## src/hdl/rvnp_pkg.sv

```systemverilog
package rvnp_pkg;

  // Fixed field widths
  localparam int LEN_W      = 24;
  localparam int TS_W       = 32;
  localparam int SSRC_W     = 32;
  localparam int SEQ_W      = 16;
  localparam int TOTAL_W    = 16;
  localparam int SLOT_W     = 5;
  localparam int CFG_IDX_W  = 1;
  localparam int CFG_DATA_W = 32;

  localparam int MAX_SEGMENT_DEFAULT = 1460;
  localparam int HDR_ROOM            = 16;
  localparam int RTP_HDR_LEN         = 12;

  // Configuration register indexes
  localparam logic [CFG_IDX_W-1:0] REG_CODEC_MODE = 1'd0;
  localparam logic [CFG_IDX_W-1:0] REG_SSRC       = 1'd1;

  // Byte constants of the packet layout
  localparam logic [7:0] PREFIX_MAGIC   = 8'h24;
  localparam logic [7:0] PREFIX_CHANNEL = 8'h00;
  localparam logic [7:0] RTP_V2_BYTE    = 8'h80;
  localparam logic [6:0] PT_H264        = 7'd96;
  localparam logic [6:0] PT_H265        = 7'd97;
  localparam logic [4:0] FU_A_TYPE      = 5'h1C;
  localparam logic [7:0] H265_FU_BYTE0  = 8'd98;
  localparam logic [7:0] H265_FU_BYTE1  = 8'd1;

  // Result slots within one burst: 0..15 header, 16..18 FU bytes, 19 payload
  localparam logic [SLOT_W-1:0] SLOT_FIRST    = 5'd0;
  localparam logic [SLOT_W-1:0] SLOT_HDR_LAST = 5'd15;
  localparam logic [SLOT_W-1:0] SLOT_FU_LONG  = 5'd16;
  localparam logic [SLOT_W-1:0] SLOT_FU_SHORT = 5'd17;
  localparam logic [SLOT_W-1:0] SLOT_PAYLOAD  = 5'd19;
  localparam logic [SLOT_W-1:0] PREFIX_SLOTS  = 5'd4;

  typedef struct packed {
    logic [7:0]       frame_byte;
    logic             frame_start;
    logic [LEN_W-1:0] frame_length;
    logic [TS_W-1:0]  timestamp;
  } frame_t;

  typedef struct packed {
    logic [7:0] packet_byte;
    logic       packet_begin;
    logic       packet_end;
    logic       tcp_prefix_only;
    logic       key_packet;
    logic       run_end;
  } packet_t;

  // Everything one input byte produces
  typedef struct packed {
    logic               hdr;
    logic               has_fu;
    logic               fu_long;
    logic [TOTAL_W-1:0] total;
    logic [7:0]         pt_byte;
    logic [SEQ_W-1:0]   seq;
    logic [TS_W-1:0]    ts;
    logic [7:0]         fu0;
    logic [7:0]         fu1;
    logic [7:0]         fu2;
    logic [7:0]         payload;
    logic               pay_end;
    logic               key;
  } burst_t;

endpackage

```

## src/hdl/rvnp_parse.sv

```systemverilog
module rvnp_parse #(
  parameter int MAX_SEGMENT = rvnp_pkg::MAX_SEGMENT_DEFAULT
) (
  input  logic            clk,
  input  logic            rst,
  input  logic            take,
  input  rvnp_pkg::frame_t item,
  input  logic            codec_mode,
  output rvnp_pkg::burst_t desc,
  output logic            desc_valid
);

  localparam int LEN_W      = rvnp_pkg::LEN_W;
  localparam int FILL_W     = $clog2(MAX_SEGMENT);
  localparam int SINGLE_MAX = MAX_SEGMENT - rvnp_pkg::HDR_ROOM;
  localparam int FLEN_264   = SINGLE_MAX - 2;
  localparam int FLEN_265   = SINGLE_MAX - 3;

  logic [rvnp_pkg::SEQ_W-1:0] sequence_counter, sequence_counter_next;
  logic [LEN_W-1:0]           byte_position, byte_position_next;
  logic [LEN_W-1:0]           bytes_remaining, bytes_remaining_next;
  logic [FILL_W-1:0]          fragment_fill, fragment_fill_next;
  logic [7:0]                 nal_header_byte, nal_header_byte_next;
  logic                       fragmenting, fragmenting_next;
  logic                       first_fragment_pending, first_fragment_pending_next;
  logic                       key_pending, key_pending_next;
  logic [rvnp_pkg::TS_W-1:0]  held_timestamp, held_timestamp_next;

  logic [LEN_W-1:0]             rem0, pos0, flen;
  logic [FILL_W-1:0]            fill0, fill_inc;
  logic                         frag0, ffp0, key0, frag_last, pay_end, frag_end;
  logic [rvnp_pkg::SEQ_W-1:0]   seq_inc;
  logic [rvnp_pkg::TOTAL_W-1:0] plen;
  logic [7:0]                   b;

  function automatic logic is_key(input logic [7:0] h, input logic h265);
    logic k;
    k = 1'b0;
    if (!h265) begin
      case (h[4:0]) inside
        5'd5, 5'd7, 5'd8: k = 1'b1;
        default:          k = 1'b0;
      endcase
    end else begin
      case (h[6:1]) inside
        6'd2, 6'd19, 6'd32, 6'd33, 6'd34: k = 1'b1;
        default:                          k = 1'b0;
      endcase
    end
    return k;
  endfunction

  always_comb begin
    b     = item.frame_byte;
    rem0  = item.frame_start ? item.frame_length : bytes_remaining;
    pos0  = item.frame_start ? '0 : byte_position;
    fill0 = item.frame_start ? '0 : fragment_fill;
    frag0 = item.frame_start ? 1'b0 : fragmenting;
    ffp0  = item.frame_start ? 1'b0 : first_fragment_pending;
    key0  = item.frame_start ? 1'b0 : key_pending;

    flen      = codec_mode ? LEN_W'(FLEN_265) : LEN_W'(FLEN_264);
    frag_last = (rem0 <= flen);
    plen      = frag_last ? rem0[rvnp_pkg::TOTAL_W-1:0] : flen[rvnp_pkg::TOTAL_W-1:0];
    fill_inc  = fill0 + FILL_W'(1);
    pay_end   = (rem0 == LEN_W'(1));
    frag_end  = (LEN_W'(fill_inc) >= flen) || pay_end;
    seq_inc   = sequence_counter + 16'd1;

    sequence_counter_next       = sequence_counter;
    byte_position_next          = pos0;
    bytes_remaining_next        = rem0;
    fragment_fill_next          = fill0;
    nal_header_byte_next        = nal_header_byte;
    fragmenting_next            = frag0;
    first_fragment_pending_next = ffp0;
    key_pending_next            = key0;
    held_timestamp_next         = item.frame_start ? item.timestamp : held_timestamp;

    desc         = '0;
    desc.seq     = seq_inc;
    desc.ts      = held_timestamp_next;
    desc.payload = b;
    desc.pay_end = pay_end;
    desc.key     = key0;
    desc_valid   = 1'b0;

    if (rem0 != '0) begin
      bytes_remaining_next = rem0 - LEN_W'(1);
      byte_position_next   = pos0 + LEN_W'(1);
      if (pos0 == LEN_W'(4)) begin
        nal_header_byte_next = b;
        key_pending_next     = is_key(b, codec_mode);
        desc.key             = key_pending_next;
        if (rem0 > LEN_W'(SINGLE_MAX)) begin
          fragmenting_next            = 1'b1;
          first_fragment_pending_next = 1'b1;
          fragment_fill_next          = '0;
        end else begin
          fragmenting_next      = 1'b0;
          sequence_counter_next = seq_inc;
          desc_valid            = 1'b1;
          desc.hdr              = 1'b1;
          desc.total            = rem0[rvnp_pkg::TOTAL_W-1:0] +
                                  rvnp_pkg::TOTAL_W'(rvnp_pkg::RTP_HDR_LEN);
          desc.pt_byte          = codec_mode ? {~b[6], rvnp_pkg::PT_H265}
                                             : {1'b0, rvnp_pkg::PT_H264};
        end
      end else if (pos0 > LEN_W'(4)) begin
        if (!frag0) begin
          desc_valid = 1'b1;
        end else if (pos0 >= (codec_mode ? LEN_W'(6) : LEN_W'(5))) begin
          desc_valid   = 1'b1;
          desc.pay_end = frag_end;
          if (fill0 == '0) begin
            sequence_counter_next       = seq_inc;
            first_fragment_pending_next = 1'b0;
            desc.hdr     = 1'b1;
            desc.has_fu  = 1'b1;
            desc.fu_long = codec_mode;
            desc.total   = plen + (codec_mode ? rvnp_pkg::TOTAL_W'(15)
                                              : rvnp_pkg::TOTAL_W'(14));
            desc.pt_byte = {frag_last, codec_mode ? rvnp_pkg::PT_H265 : rvnp_pkg::PT_H264};
            if (codec_mode) begin
              desc.fu0 = rvnp_pkg::H265_FU_BYTE0;
              desc.fu1 = rvnp_pkg::H265_FU_BYTE1;
              desc.fu2 = {ffp0, frag_last, nal_header_byte[6:1]};
            end else begin
              desc.fu1 = {1'b0, nal_header_byte[6:5], rvnp_pkg::FU_A_TYPE};
              desc.fu2 = {ffp0, frag_last, 1'b0, nal_header_byte[4:0]};
            end
          end
          fragment_fill_next = frag_end ? '0 : fill_inc;
          if (frag_end) begin
            key_pending_next = 1'b0;
          end
        end
      end
    end
  end

  always_ff @(posedge clk) begin
    if (rst) begin
      sequence_counter       <= '0;
      byte_position          <= '0;
      bytes_remaining        <= '0;
      fragment_fill          <= '0;
      nal_header_byte        <= '0;
      fragmenting            <= 1'b0;
      first_fragment_pending <= 1'b0;
      key_pending            <= 1'b0;
      held_timestamp         <= '0;
    end else if (take) begin
      sequence_counter       <= sequence_counter_next;
      byte_position          <= byte_position_next;
      bytes_remaining        <= bytes_remaining_next;
      fragment_fill          <= fragment_fill_next;
      nal_header_byte        <= nal_header_byte_next;
      fragmenting            <= fragmenting_next;
      first_fragment_pending <= first_fragment_pending_next;
      key_pending            <= key_pending_next;
      held_timestamp         <= held_timestamp_next;
    end
  end

endmodule

```

## src/hdl/rvnp_emit.sv

```systemverilog
module rvnp_emit (
  input  logic                              clk,
  input  logic                              rst,
  input  logic                              load,
  input  rvnp_pkg::burst_t                  desc,
  input  logic [rvnp_pkg::SSRC_W-1:0]       ssrc,
  output logic                              can_take,
  output logic                              packet_valid,
  input  logic                              packet_stall,
  output rvnp_pkg::packet_t                 packet
);

  logic                         burst_valid;
  rvnp_pkg::burst_t             burst;
  logic [rvnp_pkg::SLOT_W-1:0]  slot, slot_next;
  logic                         out_move, last_move;
  rvnp_pkg::packet_t            elem;

  assign out_move  = burst_valid && (!packet_valid || !packet_stall);
  assign last_move = out_move && (slot == rvnp_pkg::SLOT_PAYLOAD);
  assign can_take  = !burst_valid || last_move;

  // Skip the FU slots that this burst does not use
  always_comb begin
    if (slot == rvnp_pkg::SLOT_HDR_LAST) begin
      if (!burst.has_fu) begin
        slot_next = rvnp_pkg::SLOT_PAYLOAD;
      end else if (burst.fu_long) begin
        slot_next = rvnp_pkg::SLOT_FU_LONG;
      end else begin
        slot_next = rvnp_pkg::SLOT_FU_SHORT;
      end
    end else begin
      slot_next = slot + rvnp_pkg::SLOT_W'(1);
    end
  end

  always_comb begin
    elem                 = '0;
    elem.packet_begin    = (slot == rvnp_pkg::SLOT_FIRST);
    elem.tcp_prefix_only = (slot < rvnp_pkg::PREFIX_SLOTS);
    elem.key_packet      = burst.key;
    elem.run_end         = (slot == rvnp_pkg::SLOT_PAYLOAD);
    elem.packet_end      = (slot == rvnp_pkg::SLOT_PAYLOAD) && burst.pay_end;
    case (slot)
      5'd0:    elem.packet_byte = rvnp_pkg::PREFIX_MAGIC;
      5'd1:    elem.packet_byte = rvnp_pkg::PREFIX_CHANNEL;
      5'd2:    elem.packet_byte = burst.total[15:8];
      5'd3:    elem.packet_byte = burst.total[7:0];
      5'd4:    elem.packet_byte = rvnp_pkg::RTP_V2_BYTE;
      5'd5:    elem.packet_byte = burst.pt_byte;
      5'd6:    elem.packet_byte = burst.seq[15:8];
      5'd7:    elem.packet_byte = burst.seq[7:0];
      5'd8:    elem.packet_byte = burst.ts[31:24];
      5'd9:    elem.packet_byte = burst.ts[23:16];
      5'd10:   elem.packet_byte = burst.ts[15:8];
      5'd11:   elem.packet_byte = burst.ts[7:0];
      5'd12:   elem.packet_byte = ssrc[31:24];
      5'd13:   elem.packet_byte = ssrc[23:16];
      5'd14:   elem.packet_byte = ssrc[15:8];
      5'd15:   elem.packet_byte = ssrc[7:0];
      5'd16:   elem.packet_byte = burst.fu0;
      5'd17:   elem.packet_byte = burst.fu1;
      5'd18:   elem.packet_byte = burst.fu2;
      default: elem.packet_byte = burst.payload;
    endcase
  end

  always_ff @(posedge clk) begin
    if (rst) begin
      burst_valid <= 1'b0;
    end else if (load) begin
      burst_valid <= 1'b1;
    end else if (last_move) begin
      burst_valid <= 1'b0;
    end
  end

  always_ff @(posedge clk) begin
    if (load) begin
      burst <= desc;
      slot  <= desc.hdr ? rvnp_pkg::SLOT_FIRST : rvnp_pkg::SLOT_PAYLOAD;
    end else if (out_move) begin
      slot <= slot_next;
    end
  end

  always_ff @(posedge clk) begin
    if (rst) begin
      packet_valid <= 1'b0;
    end else if (out_move) begin
      packet_valid <= 1'b1;
    end else if (!packet_stall) begin
      packet_valid <= 1'b0;
    end
  end

  always_ff @(posedge clk) begin
    if (out_move) begin
      packet <= elem;
    end
  end

endmodule

```

## src/hdl/rtp_video_nal_packetizer.sv

```systemverilog
// RTP video NAL packetizer, H.264 / H.265, RTP over TCP interleaved framing.
// Frame channel: one frame byte per request (frame_valid / frame_stall). The
// request with frame_start set also carries frame_length and timestamp. The
// first four bytes of a frame (start code) are dropped; the fifth is the NAL
// header, which picks key / not key and single packet versus FU fragments.
// Packet channel: one packet byte per request (packet_valid / packet_stall),
// with begin/end, prefix, key and run_end flags. Each frame byte yields up
// to 20 packet bytes: 4 prefix bytes, 12 RTP header bytes, up to 3 FU bytes
// and the payload byte itself.
// The first result of a byte is registered in the burst register and then
// in the output register.
// Throughput: one frame byte per cycle for payload-only bytes while the
// receiver does not stall; a byte that opens a packet holds the frame
// channel while its burst drains through the single output register.
// Config channel: cfg_valid / cfg_ready (always ready), cfg_index selects
// codec_mode or the SSRC. Write only while the block is idle.
// Reset (rst, synchronous): clears all frame state, sequence number and
// config registers; no burst or result is pending afterwards.
// Receiver stall: the output register holds its byte, the burst stops, and
// frame_stall rises until the burst's last byte has moved out.
module rtp_video_nal_packetizer #(
  parameter int MAX_SEGMENT = rvnp_pkg::MAX_SEGMENT_DEFAULT
) (
  input  logic                              clk,
  input  logic                              rst,
  input  logic                              frame_valid,
  output logic                              frame_stall,
  input  rvnp_pkg::frame_t                  frame,
  output logic                              packet_valid,
  input  logic                              packet_stall,
  output rvnp_pkg::packet_t                 packet,
  input  logic                              cfg_valid,
  output logic                              cfg_ready,
  input  logic [rvnp_pkg::CFG_IDX_W-1:0]    cfg_index,
  input  logic [rvnp_pkg::CFG_DATA_W-1:0]   cfg_data
);

  logic                          codec_mode;
  logic [rvnp_pkg::SSRC_W-1:0]   stream_source_id;
  logic                          can_take, take, desc_valid;
  rvnp_pkg::burst_t              desc;

  assign cfg_ready   = 1'b1;
  assign frame_stall = !can_take;
  assign take        = frame_valid && can_take;

  // Config register file
  always_ff @(posedge clk) begin
    if (rst) begin
      codec_mode       <= 1'b0;
      stream_source_id <= '0;
    end else if (cfg_valid && cfg_ready) begin
      unique case (cfg_index)
        rvnp_pkg::REG_CODEC_MODE: codec_mode       <= cfg_data[0];
        rvnp_pkg::REG_SSRC:       stream_source_id <= cfg_data[rvnp_pkg::SSRC_W-1:0];
        default:                  codec_mode       <= codec_mode;
      endcase
    end
  end

  // Per-byte frame state and burst description
  rvnp_parse #(
    .MAX_SEGMENT(MAX_SEGMENT)
  ) u_parse (
    .clk        (clk),
    .rst        (rst),
    .take       (take),
    .item       (frame),
    .codec_mode (codec_mode),
    .desc       (desc),
    .desc_valid (desc_valid)
  );

  // Burst serializer and output register
  rvnp_emit u_emit (
    .clk          (clk),
    .rst          (rst),
    .load         (take && desc_valid),
    .desc         (desc),
    .ssrc         (stream_source_id),
    .can_take     (can_take),
    .packet_valid (packet_valid),
    .packet_stall (packet_stall),
    .packet       (packet)
  );

endmodule

```

## config.mk

```make
export PLATFORM = sky130hd
export DESIGN_NAME = rtp_video_nal_packetizer
export DESIGN_NICKNAME = d
export VERILOG_FILES = /design/src/hdl/rvnp_pkg.sv /design/src/hdl/rvnp_parse.sv /design/src/hdl/rvnp_emit.sv /design/src/hdl/rtp_video_nal_packetizer.sv
export SDC_FILE = /design/constraint.sdc
export NUM_CORES = 1
export LEC_CHECK = 0
export ABC_AREA = 0
export BUFFER_PORTS_ARGS = -buffer_cell sky130_fd_sc_hd__buf_2
export CORE_ASPECT_RATIO = 1.4
export CORE_MARGIN = 1.5
export CORE_UTILIZATION = 55
export CTS_CLUSTER_SIZE = 12
export DETAILED_ROUTE_END_ITERATION = 12
export PLACE_DENSITY_LB_ADDON = 0.1
export REMOVE_ABC_BUFFERS = 1
export SLEW_MARGIN = 5
export SYNTH_ARGS = -nofsm -noshare
export SYNTH_HDL_FRONTEND = slang
export SYNTH_SLANG_ARGS = --single-unit
```

## constraint.sdc

```tcl
create_clock -name clk -period 6.9 [get_ports clk]
set_clock_uncertainty 0.05 [all_clocks]
set_input_delay 0.345 -clock clk [delete_from_list [all_inputs] [get_ports clk]]
set_output_delay 0.345 -clock clk [all_outputs]
set_load 0.1 [all_outputs]
```

Yosys cells after proc, flatten, opt, wreduce, memory -nomap -nowiden

Cells that the tools add are included.

Reduce and logical (&&, ||, !) cells: 31
Order comparisons: 6
Bitwise operators: 8
Eq/ne operators: 31
Add/subtract/negate cells: 7
Multiplexer cells: 81

Operator list:

| kind                                                 | number |
|---|---|
| case mux 8 bit (19 select lines)                     | 1 |
| 2-to-1 mux 24 bit                                    | 6 |
| 2-to-1 mux 27 bit                                    | 5 |
| 2-to-1 mux 16 bit                                    | 7 |
| 2-to-1 mux 11 bit                                    | 8 |
| equality test 5 x 4 -> 1 bit, second input constant  | 9 |
| 2-to-1 mux 1 bit                                     | 41 |
| 2-to-1 mux 32 bit                                    | 1 |
| equality test 5 x 3 -> 1 bit, second input constant  | 6 |
| 2-to-1 mux 5 bit                                     | 5 |
| adder 24 x 1 -> 24 bit, second input constant        | 1 |
| equality test 24 x 1 -> 1 bit, second input constant | 1 |
| equality test 24 x 3 -> 1 bit, second input constant | 1 |
| greater-or-equal comparator 11 x 24 -> 1 bit         | 1 |
| greater-or-equal comparator 24 bit                   | 1 |
| > comparator 24 x 11 -> 1 bit, second input constant | 1 |
| > comparator 24 x 3 -> 1 bit, second input constant  | 1 |
| <= comparator 24 bit                                 | 1 |
| nonzero test 24 bit                                  | 1 |
| subtractor 24 x 1 -> 24 bit, second input constant   | 1 |
| equality test 5 bit, second input constant           | 4 |
| equality test 6 bit, second input constant           | 3 |
| adder 16 x 1 -> 16 bit, second input constant        | 1 |
| adder 16 bit                                         | 1 |
| other kinds (28)                                     | 56 |

Input bits: 103
Word-level logic and storage cells: 198
Register bits after elaboration: 278

Longest topological paths before layout

Word-level depth: 12
Mapped depth: 26
Depth with buffers taken out: 17

Cells and area by module

From an unflattened synthesis, not the netlist that was laid out.

Cell total of the unflattened synthesis: 1566
Area total of the unflattened synthesis: 15134.5 µm²

By module, submodules not included:

| module                   | area an instance (µm²) | sequential area each (µm²) | instances | cells an instance |
|---|---|---|---|---|
| rvnp_parse               | 8064.0                 | 2342.2                     | 1         | 1062 |
| rvnp_emit                | 5456.5                 | 3823.7                     | 1         | 348 |
| rtp_video_nal_packetizer | 1614.0                 | 660.6                      | 1         | 156 |

Worst setup path before layout

No wires, ideal clock.

Kind: input to register
Start point: input port frame[56] in the netlist's numbering
End point: register u_emit.slot[0] in the netlist's numbering, enable pin
Data required time: 6.581 ns
Stages on the path: 18
Setup slack: 0.833 ns
Arrival: 5.748 ns
Setup time: 0.269 ns
Cells stage by stage: buf_6 buf_6 buf_6 buf_2 buf_2 buf_2 clkbuf_1 buf_2 mux2i_1 ha_1 nand4b_1 or4_4 a2111oi_4 nor2_1 o211ai_4 buf_2 inv_1 or2_2

Longest elaborated chain between the ends: 9
Elaborated cells on any way between the ends: 16
Those cells by class: order compare (3); eq/ne (1); mux (9); reduce/logical (3)

Ends and longest elaborated chain:

| what                                  | line                           | text |
|---|---|---|
| start, declared                       | rtp_video_nal_packetizer.sv:28 | `input rvnp_pkg::frame_t frame,` |
| 2-to-1 mux 24 bit                     | rvnp_parse.sv:56               | `pos0 = item.frame_start ? '0 : byte_position;` |
| greater-or-equal comparator 24 bit    | rvnp_parse.sv:112              | `end else if (pos0 >= (codec_mode ? LEN_W'(6) : LEN_W'(5))) begin` |
| 2-to-1 mux 1 bit                      | rvnp_parse.sv:112              |  |
| 2-to-1 mux 1 bit                      | rvnp_parse.sv:110              | `if (!frag0) begin` |
| 2-to-1 mux 1 bit                      | rvnp_parse.sv:109              | `end else if (pos0 > LEN_W'(4)) begin` |
| 2-to-1 mux 1 bit                      | rvnp_parse.sv:91               | `if (pos0 == LEN_W'(4)) begin` |
| 2-to-1 mux 1 bit *                    | rvnp_parse.sv:88               | `if (rem0 != '0) begin` |
| logical AND 1 bit *                   | rtp_video_nal_packetizer.sv:78 | `.load (take && desc_valid),` |
| via u_emit.load                       | rvnp_emit.sv:4                 | `input logic load,` |
| nonzero test 2 bit (no source line) * | --                             |  |
| end signal, assigned                  | rvnp_emit.sv:82                | `slot <= desc.hdr ? rvnp_pkg::SLOT_FIRST : rvnp_pkg::SLOT_PAYLOAD;` |
| end signal, assigned                  | rvnp_emit.sv:84                | `slot <= slot_next;` |
| end, declared                         | rvnp_emit.sv:15                | `logic [rvnp_pkg::SLOT_W-1:0] slot, slot_next;` |

Mark *: on every way through the listed nets, which the timed path passes. The rest lies on a longest branch.
A chain may end at the register's enable or synchronous reset.

Final worst setup path

Start point: input port frame[56] in the netlist's numbering
End point: register u_parse.sequence_counter[1] in the netlist's numbering

Longest elaborated chain between the ends: 4
Elaborated cells on any way between the ends: 17
Those cells by class: order compare (3); eq/ne (2); mux (5); reduce/logical (7)

Ends and longest elaborated chain:

| what                                                                        | line              | text |
|---|---|---|
| 2-to-1 mux 24 bit (tied with other cells)                                   | rvnp_parse.sv:55  | `rem0 = item.frame_start ? item.frame_length : bytes_remaining;` |
| > comparator 24 x 11 -> 1 bit (tied with other cells)                       | rvnp_parse.sv:95  | `if (rem0 > LEN_W'(SINGLE_MAX)) begin` |
| != test 2 bit (no source line) / nonzero test 2 bit (equally long branches) | --                |  |
| AND reduction 7 bit (no source line)                                        | --                |  |
| end signal, assigned                                                        | rvnp_parse.sv:154 | `sequence_counter <= sequence_counter_next;` |
| end, declared                                                               | rvnp_parse.sv:19  | `logic [rvnp_pkg::SEQ_W-1:0] sequence_counter, sequence_counter_next;` |

Parallel ways exist; a longest one is shown, timed or not.

==> flow_metrics.py <==
metrics = {
    "outcome": {
        "run_status": "finished, final reports clean",
    },
    "floorplanning": {
        "core.rowCount": 68,
        "die_area_sq_mm": 0.0258,
        "core-area_sq_mm": 0.0245,
        "start_util_pct": 55.7,
        "io_pins": 119,
        "dieHeight_um": 189,
        "chipWidth_um": 136,
    },
    "setup_path": {
        "crit_path_start_kind": "primary input",
        "cp.arrival_ns": 5.10,
        "timing.critical_path.required_ns": 7.24,
        "setup.worst_path.class": "in2reg",
        "path_max_fanout": 59,
        "worstSetupEndpointType": "register",
    },
    "power_and_ir_drop": {
        "max-vdd-ir-drop_v": 0.000274,
        "clockPowerShare_pct": 41.3,
        "switchingPower_mw": 0.791,
        "combinationalPowerShare_pct": 9.3,
        "sequentialPowerShare_pct": 49.4,
        "switching_share_of_total_power_pct": 23.7,
        "power_density_mw_per_mm2": 216,
        "power_leakage_nw": 5.54,
        "cellInternalPower_mw": 2.54,
    },
    "routing": {
        "vias": 11701,
        "drt-total-wl_um": 36900,
        "drc": 0,
        "dr.pass1.iters": 6,
        "drt_iter0_markers": 947,
        "antenna_left": 0,
        "vias_per_cell": 6.06,
        "routed_wire_length_per_instance_um": 19.1,
    },
    "synth": {
        "synth-seq-area-share_pct": 46.1,
        "synth_top_cell_area_share_pct": 23.8,
        "synth-edff-count": 108,
        "synthTopCellsByArea": "edfxtp_1 (24%), dfxtp_1 (22%), nand2_1 (6.4%)",
        "synthDistinctLibCells": 80,
        "synth.avg_cell_area_sq_um": 9.14,
        "area_of_the_mapped_netlist_sq_mm": 0.0136,
        "synth.largest_area_cell": "edfxtp_1",
        "synth_ff_type": "dfxtp_1",
        "synthArstFlopShare_pct": 0,
        "syn-instance-count": 1493,
        "yosys_warnings": 0,
        "yosys_register_bits": 260,
    },
    "run": {
        "max-cap-violations": 0,
    },
    "clocking": {
        "number_of_gates_resized_after_cts": 0,
        "clock_tree.buffer_depth": 3,
        "cts-buffers-inserted": 27,
        "clk_pin_slew_worst_paths_ns": 0.06,
        "clk_root_buffer_cell": "clkbuf_16",
        "cts_tree": "done",
        "htree_levels": 1,
        "worstSkewPairLatency_ns": 0.53,
        "numClockSinks": 260,
    },
    "placed_design": {
        "dpl_worst_slack_ns": 1.66,
        "hpwlAfterDp_um": 26300,
        "io_buffers": 117,
        "globalplace.congestion": 0.945,
    },
    "final_layout": {
        "area_delta_synth_final_pct": 13.3,
        "finish.utilization_pct": 63.1,
        "final_nets": 1720,
        "final_layout_size_suffix_gt1_share_pct": 14.8,
    },
    "min_path": {
        "class_of_the_most_critical_hold_timing_path": "in2reg",
    },
    "global_routing": {
        "grt_overflow": 0,
        "grt_max_degree": 61,
        "global_route_wire_length_before_repair_um": 58100,
        "antenna_found_initial": 1,
        "grt.total_usage_pct": 28.5,
        "vias_in_the_first_global_route": 11176,
    },
    "sta": {
        "finalCritPeriodShare_pct": 69.0,
        "setup_viol": 0,
        "achievable-frequency_mhz": 210,
        "layout_setup_ws_ns": 2.14,
        "timing.hold.ws_ns": 0.0162,
        "fin_crit_ns": 4.76,
        "max_slew_margin_pct": 20.6,
        "timing_hold_violations_final": 0,
        "worst_slew_pin_slew_ns": 1.19,
        "unrepaired_setup_endpoints_after_global_routing": "false",
        "fin_setup_tns_ns": 0,
        "finalMaxSlewViolations": 0,
    },
}
## per-stage QoR
| stage | cell area (sq um) | std cells | power (mW) |
|---|---|---|---|
| 6_report | 15500 | 1932 | 3.33 |
| 5_1_grt | 15500 | 1932 | 3.45 |
| 4_1_cts | 15500 | 1931 | 3.36 |
| 3_5_place_dp | 14400 | 1855 | 1.98 |
| 3_3_place_gp | 14400 | 1855 | 1.97 |
| 2_1_floorplan | 13300 | 1406 | 1.85 |
## cell type report
cell class / instances / area (sq um)
Multi-Input combinational cell: 1100 / 6810
Clock inverter: 7 / 60.1
Inverter: 46 / 174
Sequential cell: 260 / 6290
Clock buffer: 43 / 766
Antenna cell: 1 / 2.50
Timing Repair Buffer: 160 / 978
Tap cell: 315 / 394
Fill cell: 2117 / 9030
## per-layer routing
layer	part of all wire [%]	track usage [%]	wire length, um	up-vias
li1	-	-	-	5678
met4	3.9	11.7	1420	0
met5	0	0	0	-
met1	39	33.4	14500	5583
met3	4.2	2.78	1550	83
met2	53	52.2	19400	357
## what timing repair did
action / CTS / global route
setup buffers: 0 / 0
hold buffers: 26 / 0
endpoints found under the hold margin: 26 / 0
## flip-flops by register name, summed over array words and instances, names as in the netlist, 5 cells and up
signal                    cells
u_emit.packet                13
u_parse.sequence_counter     16
u_parse.fragment_fill        11
u_parse.held_timestamp       32
u_parse.byte_position        24
stream_source_id             32
u_parse.nal_header_byte       7
u_emit.slot                   5
u_emit.burst                 90
u_parse.bytes_remaining      24
## cells in the mapped netlist, types with 29 or more instances
library cell,instances
nand2_1,233
dfxtp_1,152
a21oi_1,127
nor2_1,118
edfxtp_1,108
clkbuf_1,65
mux2_2,47
inv_1,44
o21ai_0,41
nor3_1,39
nand3_1,37
xnor2_1,29
## worst paths after layout
kind                                   start                     endpoint  slack (ns)  cells past startpoint
setup / recovery                   frame[56]  u_parse.sequence_counter[1]        2.14                     12
hold / removal                  cfg_data[20]         stream_source_id[20]        0.02                      3
setup reg to reg  u_parse.bytes_remaining[2]  u_parse.sequence_counter[1]        2.27                     11
hold reg to reg              u_emit.burst[0]             u_emit.packet[1]        0.39                      0
## cell families after synthesis
family | after synthesis | synth area share, %
compound gates | 347 | 17.1
xor+xnor | 53 | 3.40
fa+ha+maj | 22 | 2.02
buf+inv | 137 | 4.20
flops | 260 | 46.1
mux | 78 | 6.23
other cells | 2 | 0.0550
simple gates | 594 | 20.9
## power by group through the flow
stage | registers (mW) | logic [mW] | clock network [mW]
floorplan | 1.67 | 0.177 | 0
global placement | 1.68 | 0.292 | 0
detailed placement | 1.68 | 0.296 | 0
CTS | 1.65 | 0.309 | 1.40
global route | 1.65 | 0.344 | 1.46
finish | 1.65 | 0.310 | 1.38
## worst max-delay path, stage by stage
cell	delay (ns)
buf_4	0.48
mux2i_1	0.50
ha_1	0.51
nand4b_1	0.14
or4_4	0.46
a2111oi_4	0.69
or4_1	0.65
inv_2	0.26
a21oi_4	0.65
inv_1	0.16
nand3_1	0.13
a21oi_1	0.06
## cell usage in the layout, fill, tap and decap left out, types with 10 or more instances in the layout
master,count
nor3_1,39
buf_4,19
nor4_1,20
o21ai_0,41
mux2_2,47
ha_1,22
clkbuf_1,13
a21oi_1,127
nor2_1,118
inv_1,43
xnor2_1,29
a221oi_1,15
dfxtp_1,152
a22o_1,16
o31ai_1,18
xor2_1,24
or3_1,11
buf_2,115
or4_1,23
and2_1,10
dlygate4sd3_1,26
o22ai_1,12
nand4_1,13
a31oi_1,13
a22oi_1,20
nand2b_1,14
nand3_1,37
nor3b_1,15
clkbuf_16,27
nand2_1,232
edfxtp_1,108
and3_1,23
mux2i_1,28
No activity file was read; power rests on OpenSTA's default activity.
